===== src/rtl/firfc_pkg.sv =====
// ----------------------------------------------------------------------------
// FIR full convolution package
// Shared widths, word types, request codes and the control bundle that the
// sequencer hands to every tap cell.
// ----------------------------------------------------------------------------
package firfc_pkg;

   localparam int SAMPLE_W = 16;
   localparam int PROD_W   = 32;
   localparam int ACC_W    = 36;
   localparam int INDEX_W  = 4;
   localparam int COUNT_W  = 5;

   typedef logic signed [SAMPLE_W-1:0] sample_type;
   typedef logic signed [PROD_W-1:0]   prod_type;
   typedef logic signed [ACC_W-1:0]    acc_type;

   // Request kinds carried in req_type.
   localparam logic REQ_SAMPLE = 1'b0;
   localparam logic REQ_LOAD   = 1'b1;

   // Controls broadcast to the whole row of cells.
   typedef struct packed {
      logic       shift;      // move the delay line one place along
      logic       clear;      // zero the delay line at the end of a block
      sample_type coef_value; // coefficient for the cell whose write enable is set
   } cell_ctrl_type;

endpackage


===== src/rtl/firfc_cell.sv =====
// ----------------------------------------------------------------------------
// FIR tap cell
// Holds one delay-line sample and one coefficient, forms their product and
// adds it to the partial sum handed on from the previous cell.
// ----------------------------------------------------------------------------
module firfc_cell (
   input  logic                     clock,
   input  logic                     reset,
   input  firfc_pkg::cell_ctrl_type ctrl,
   input  logic                     coef_we,
   input  logic                     tap_enable,
   input  firfc_pkg::sample_type    sample_in,
   output firfc_pkg::sample_type    sample_out,
   input  firfc_pkg::acc_type       sum_in,
   output firfc_pkg::acc_type       sum_out
);

   firfc_pkg::sample_type delay_ff;
   firfc_pkg::sample_type coef_ff;
   firfc_pkg::prod_type   prod_ff;
   firfc_pkg::acc_type    sum_ff;

   always_ff @(posedge clock) begin
      if (reset) begin
         delay_ff <= '0;
         coef_ff  <= '0;
      end else begin
         if (ctrl.clear) begin
            delay_ff <= '0;
         end else if (ctrl.shift) begin
            delay_ff <= sample_in;
         end
         if (coef_we) begin
            coef_ff <= ctrl.coef_value;
         end
      end
   end

   // Product and partial sum: taps beyond the active count contribute zero.
   always_ff @(posedge clock) begin
      prod_ff <= tap_enable ? firfc_pkg::prod_type'(coef_ff * delay_ff) : '0;
      sum_ff  <= sum_in + firfc_pkg::acc_type'(prod_ff);
   end

   assign sample_out = delay_ff;
   assign sum_out    = sum_ff;

endmodule


===== config.mk =====
export PLATFORM = sky130hd
export DESIGN_NAME = firfc_cell
export DESIGN_NICKNAME = d
export VERILOG_FILES = /design/src/rtl/firfc_pkg.sv /design/src/rtl/firfc_cell.sv
export SDC_FILE = /design/constraint.sdc
export NUM_CORES = 1
export LEC_CHECK = 0
export ABC_CLOCK_PERIOD_IN_PS = 11100
export BUFFER_PORTS_ARGS = -buffer_cell sky130_fd_sc_hd__buf_2
export CAP_MARGIN = 15
export CORE_ASPECT_RATIO = 2
export CORE_MARGIN = 2
export CORE_UTILIZATION = 40
export DETAILED_ROUTE_END_ITERATION = 10
export PLACE_DENSITY_LB_ADDON = 0.3
export SYNTH_ARGS = -nofsm -noshare
export SYNTH_HDL_FRONTEND = slang
export SYNTH_SLANG_ARGS = --single-unit

===== constraint.sdc =====
create_clock -name clock -period 11.1 [get_ports clock]
set_input_delay 1.11 -clock clock [delete_from_list [all_inputs] [get_ports clock]]
set_output_delay 1.11 -clock clock [all_outputs]
set_load 0.005 [all_outputs]

==> results.md, run 1 <==
* Final nets at 2,090
* CTS tree: done
* Clk_skew at ~11 ps
* Maximum clock frequency at 0.1541 GHz
* Flops & latches, synth at 100
* First-pass GRT wire length at 57,560 µm
* Detailed-route DRC error count at 0
* Hold Fails Final Rpt at 0
* CORE AREA at between 0.03 and 0.04 mm²
* CTS buffer count at 9
* Place WS at around 4600 ps
* Synth Area in Adders at 47.29%
* Clk slew on worst S/H paths at around 80 ps
* Setup crit start: sample_out[1]
* Placer congestion estimate at 0.9053
* Switch Pwr at 0.0003796 W
* Sequential cell area fraction in the yosys report at 14.07%
* Routed length per instance at 16.97 µm
* 1st-iter DRT viols at 309
* Max_cap viols at 0
* Status: complete, no violations
* FF-to-FF setup slack at approximately 4600 ps
* Synth unique cells at 63
* Post-synthesis xor/xnor area fraction at 3.509%
* Reg power frac at 38.6%
* Share of cells above drive strength 1 at 9.811%
* Initial antenna violation count at 1
* Sw frac at 33.01%
* RSZ-0062 raised after global routing: no
* Critical path required time at 11,410 ps
* VDD IR max at 0.07631 mV
* Starting density of the core at between 40% and 50%
* Hold Crit Start: prod_ff[0]
* Worst-Skew Late Latency at 380 ps
* P&R area growth vs syn at 9.638%
* Vias in the first global route at 11,650
* Antenna viol nets, final at 0
* Die Y-Extent at 270.7 µm
* Max_slew headroom at approximately 45%
* Clock network fraction of total power at 31.7%
* Io pins at 126
* Yosys warning count at 0
* Power, Total at between 0.001 and 0.0015 W
* Die W at 137.4 µm
* Vias/cell at 4.993
* Drt first pass iters at 5
* HPWL after DPL at 30,040 µm
* CP arrival at 6800 ps
* Mapped Area at 0.01423 mm²
* Lkg Pwr at 8.118 nW
* Post-CTS setup buffers at 0
* Synth Area in Compound Gates at 7.474%
* Minimum clock period at 6491 ps
* Cts hold-fix bufs at 0
* CP Capture Type: register
* Drt total wl at 35,410 µm
* PwrDens at roughly 74 mW/mm²
* Die ar. at 0.03719 mm²
* PortBufs at 125
* Clock tree buffer depth at 2
* HP Class: reg -> reg
* # rows at 97
* FF-to-FF Start: sample_out[1]
* Largest family of logic cells by synthesized area: adder cells
* Comb power frac at 29.7%
* Period utilization at around 60%
* Startpoint Class: register
* Kind of critical path: reg -> reg
* H-tree depth at 3
* Vias post-DR at 10,420
* Max-slew violation count at 0
* Total track usage at 20.27%
* Sinks on Clock Net at 100
* Gate Count Post-Synth at 1,543
* Top FF cell, synth: dfxtp_1
* Post-cts sizing count at 0
* Mean post-synth cell area at between 9 and 10 µm²
* Number of synthesized flops with an enable pin at 0
* Max FO, Critical Path at 18
* Fillers at 3,444
* Synth Area in Simple Gates at 15.61%
* Setup Viol. Count Final at 0
* Post-synthesis mux area share at 2.392%
* Grt total ovfl at 0
* Power Internal at between 0.0007 and 0.0008 W
* Synth Net Count at ~2,000
* Final TNS setup at 0 ps
* Root Driver: clkbuf_16
* Worst-Margin Slew at 824.3 ps
* Ys async rst share at 0%
* Pin count of the biggest net entering global routing at 23
* Worst setup margin at approximately 4600 ps
-- per-layer routing --
metal	vias to the layer above	track usage, %	wire length (µm)
met2	214	39.62	20270
met4	0	12.72	2259
met1	5190	19.37	12010
met3	103	1.911	879
met5	-	0	0
li1	4914	-	-
-- cell usage in the layout (no fill, tap or decap), types with 3 or more instances in the layout --
cell type,Yosys,routed
inv_1,322,322
fa_1,263,263
nand2_1,144,144
and2_1,128,128
buf_2,0,125
ha_1,117,117
dfxtp_1,100,100
nor2_1,90,90
a21oi_1,40,40
mux2i_1,34,34
xnor2_1,33,33
o21ai_0,26,26
a21o_1,25,25
xor2_1,24,24
nor3_1,19,19
nand3_1,18,18
nand2b_1,17,17
and3_1,13,13
o21a_1,10,10
clkbuf_16,0,9
o21bai_1,8,8
a211oi_1,6,6
a31oi_1,6,6
or2_2,3,3
o31ai_1,3,3
-- logic make-up after synthesis --
family,after synthesis
compound gates,156
xor+xnor,57
fa+ha+maj,380
buf+inv,366
flops,100
mux,34
simple gates,450
-- flip-flops by register name, indices dropped and copies added, names as in the netlist --
signal	cells
coef_ff	16
prod_ff	32
sample_out	16
sum_out	36
-- power groups by stage --
| stage | clock network, W | logic [W] | registers (W) |
|---|---|---|---|
| final | 0.000365 | 0.000342 | 0.000444 |
| after global routing | 0.000388 | 0.000391 | 0.000449 |
| after CTS | 0.000380 | 0.000346 | 0.000444 |
| after detailed placement | 0 | 0.000345 | 0.000452 |
| after global placement | 0 | 0.000337 | 0.000452 |
| after floorplan | 0 | 0.000243 | 0.000435 |
-- final timing paths --
check	depth (start not counted)	end
worst max-delay path	19	prod_ff[29]
worst min register to register	1	sum_out[0]
worst min-delay path	1	sum_out[0]
worst max register to register	19	prod_ff[29]
-- critical path: stages (launching register included) --
cell and delay [ps]:
dfxtp_1 810, nand2_1 210, inv_1 180, fa_1 570, fa_1 570, fa_1 450
fa_1 520, fa_1 500, inv_1 50, fa_1 470, inv_1 40, ha_1 320
a21o_1 170, a21o_1 190, a2111oi_2 530, o31ai_4 190, nand3_2 140, nand3_1 80
a31oi_1 220, mux2i_1 200
-- area by class of cell --
type	count	area, µm²	share of cell area (%)
sequential	100	2002	12.83
inverter	322	1209	7.748
timing repair buffer	126	633.1	4.058
tap	445	556.8	3.569
clock inverter	6	105.1	0.6737
antenna	1	2.502	0.01604
clock buffer	10	239.0	1.532
multi-input combinational	1077	10850	69.57
-- per-stage QoR --
step | hold WS, ps | cell area, µm² | utilization, % | instances
after global routing | 472.0 | 15600 | 44.48 | 2087
final | 456.0 | 15600 | 44.48 | 2087
after detailed placement | 445.1 | 15250 | 43.49 | 2070
after CTS | 463.6 | 15600 | 44.47 | 2086
after global placement | 426.2 | 15250 | 43.49 | 2070
after floorplan | 420.0 | 14230 | - | 1543
-- synth_stat cells (18+ instances only) --
library cell	n	area share, %
a21o_1	25	1.3
nand3_1	18	0.63
clkbuf_1	43	1.1
and2_1	128	5.6
fa_1	263	37
dfxtp_1	100	14
mux2i_1	34	2.4
a21oi_1	40	1.4
nand2_1	144	3.8
xnor2_1	33	2.0
xor2_1	24	1.5
nor3_1	19	0.67
ha_1	117	10
o21ai_0	26	0.91
inv_1	322	8.5
nor2_1	90	2.4
(Power assumes the default switching activity.)
==> inputs of run 2 (changes only) <==
Settings changed: ABC_CLOCK_PERIOD_IN_PS 11100 to 5970.
Clock period 11.1 ns to 5.97 ns, I/O delays scaled along.
==> run 2 against run 1 <==
- maximum frequency is 12% higher
- count of clock-buffer cells in the layout rose by 1
- worst setup slack worse by 4400 ps
- combinational power rose by 100%
- via count up 1.4%
- worst hold slack got worse by 13 ps
- sequential share of layout area fell by 0.15 points
- sequential power rose by 80%
- global-route usage is 0.77 points lower
- cell area increased by 4.3%
- clock power is 56% higher
- critical path depth up 3
==> results.md, run 2 (synthesis results as in run 1) <==
* FF-to-FF Start: sample_out[3]
* Clk slew on worst S/H paths at 70 ps (about the same)
* Total track usage at 19.50% (-0.77 points)
* Reg power frac at 38.7% (about the same)
* Critical path required time at 6200 ps (-5210 ps)
* FF-to-FF setup slack at 170 ps (-4440 ps)
* CP arrival at 6030 ps (-770 ps)
* Final TNS setup at 0 ps (unchanged)
* Placer congestion estimate at 0.8833 (-2.4%)
* Sw frac at 33.52% (+0.52 points)
* CTS tree: done
* Slowest-stage cell, CP: fa_1
* Lkg Pwr at 8.506 nW (+4.8%)
* Cell Area, Placed at 0.01581 mm² (+3.6%)
* Switch Pwr at 0.0006916 W (+82%)
* Comb power frac at 33.7% (+4.0 points)
* Drt first pass iters at 4 (-1)
* # diodes at 0 (-1)
* Vias in the first global route at 11,800 (+1.3%)
* Pin count of the biggest net entering global routing at 23 (unchanged)
* Clock network fraction of total power at 27.6% (-4.1 points)
* HP Class: in -> reg
* Max_cap viols at 0 (unchanged)
* H-tree depth at 3 (unchanged)
* Hold path depth at 2 (+1)
* Grt total ovfl at 0 (unchanged)
* Worst R2R End: prod_ff[31]
* Vias post-DR at 10,570 (+1.4%)
* Routed length per instance at 15.80 µm (-6.9%)
* Delay of the slowest cell on the worst path at 530 ps (-280 ps)
* Hold Fails Final Rpt at 0 (unchanged)
* Final nets at 2,160 (+3.3%)
* VDD IR max at 0.1408 mV (+84%)
* Die W at 137.4 µm (unchanged)
* Die Y-Extent at 270.7 µm (unchanged)
* Cts hold-fix bufs at 0 (unchanged)
* First-pass GRT wire length at 56,610 µm (-1.6%)
* Initial antenna violation count at 0 (-1)
* Io pins at 126 (unchanged)
* Minimum clock period at 5799 ps (-691.8 ps)
* Worst-Skew Late Latency at 370 ps (about the same)
* Vias/cell at 4.904 (-1.8%)
* PortBufs at 125 (unchanged)
* Clk_skew at 11.30 ps (-0.01020 ps)
* Maximum clock frequency at 0.1724 GHz (+12%)
* Startpoint Class: register
* HPWL after DPL at 29,760 µm (-0.92%)
* Max FO, Critical Path at 7 (-11)
* Worst-Margin Slew at 719.6 ps (-104.7 ps)
* 1st-iter DRT viols at 284 (-8.1%)
* Post-route design area at 0.01627 mm² (+4.3%)
* Share of cells above drive strength 1 at 15.96% (+6.2 points)
* P&R area growth vs syn at 14.37%
* Most frequent cells in the layout: inv_1, fa_1, nand2_1
* Max_slew headroom at 51.97% (+7.0 points)
* CP Capture Type: register
* # rows at 97 (unchanged)
* Most frequent CP cell: fa_1
* Starting density of the core at 40.57% (unchanged)
* Drt total wl at 34,060 µm (-3.8%)
* Max-slew violation count at 0 (unchanged)
* CORE AREA at 0.03507 mm² (unchanged)
* Power Internal at 0.001371 W (+78%)
* Sinks on Clock Net at 100 (unchanged)
* CTS buffer count at 9 (unchanged)
* CP Cell Sequence: buf_2 -> nand2_1 -> fa_1 -> fa_2 -> fa_1 -> fa_1 -> inv_1 -> fa_1 -> inv_1 -> fa_1 -> inv_1 -> ha_2 -> buf_4 -> a21oi_1 -> nand3_1 -> nor3_2 -> buf_4 -> o31ai_4 -> nand3_2 -> a311oi_2 -> o21ai_1 -> nor3b_2
* Worst hold endpoint: sum_out[0]
* RSZ-0062 raised after global routing: yes
* Hold Crit Start: sum_in[0]
* Root Driver: clkbuf_16
* R2r worst-path depth at 22 (+3)
* Clock tree buffer depth at 2 (unchanged)
* Max reg flops at 36 (unchanged)
* Status: complete, no violations
* Detailed-route DRC error count at 0 (unchanged)
* Commonest non-fill, non-tap cell in the layout: inv_1
* Setup Viol. Count Final at 0 (unchanged)
* Setup crit start: sample_out[3]
* PwrDens at 126.8 mW/mm² (+72%)
* Kind of critical path: reg -> reg
* Die ar. at 0.03719 mm² (unchanged)
* Period utilization at 97.14% (+39 points)
* Antenna viol nets, final at 0 (unchanged)
-- run 2: area by class of cell --
type                    instances  area [µm²]
well taps                     445       556.8
clock inverters                 4       33.78
fillers                      3388       18800
repair buffers                196        1214
inverters                     322        1209
multi-input cells            1077       10950
flip-flops and latches        100        2064
clock buffers                  11       242.7
-- run 2: per-layer routing --
layer / global-route usage, % / vias to the layer above / part of all wire, %
met4: 10.01 / 0 / 5.5
met2: 38.35 / 250 / 57
met5: 0 / - / 0
met1: 19.29 / 5161 / 35
li1: - / 5051 / -
met3: 2.042 / 106 / 3.2
-- run 2: per-stage QoR --
step	worst slack, ps	utilization, %	hold WS (ps)	instances	power [W]
5_1_grt	-41.97	46.40	439.7	2155	0.002221
3_5_place_dp	-46.19	45.06	438.2	2137	0.001510
3_3_place_gp	0.8638	45.06	425.6	2137	0.001492
4_1_cts	11.63	45.92	421.9	2152	0.002097
6_report	170.7	46.40	443.1	2155	0.002063
2_1_floorplan	68.25	-	420.0	1543	0.001259
-- run 2: power groups by stage --
stage	combinational, W	sequential (W)	clock, W
after floorplan	0.000451	0.000808	0
after global routing	0.000800	0.000807	0.000614
after CTS	0.000698	0.000800	0.000599
final	0.000696	0.000797	0.000570
after global placement	0.000677	0.000815	0
after detailed placement	0.000694	0.000815	0
-- run 2: critical path, delay by kind of cell (launching register included) --
kind                       cells  cell delay (ps)
AOI/OAI and AO/OA              4              780
adders and majority gates      7             3200
buffers and inverters          6              640
DFF                            1              410
and+or+nand+nor                5              610
-- run 2: worst max-delay path by stage --
stage / endpoint / cells past startpoint
floorplan: prod_ff[19] / 23
global placement: prod_ff[31] / 22
detailed placement: prod_ff[31] / 20
CTS: prod_ff[31] / 20
global route: prod_ff[31] / 23
finish: prod_ff[31] / 22
-- run 2: repair_timing --
item,CTS,global route
buffers inserted,0,4
pin swaps,0,21
gates resized for setup,8,55
setup endpoints to repair,3,10
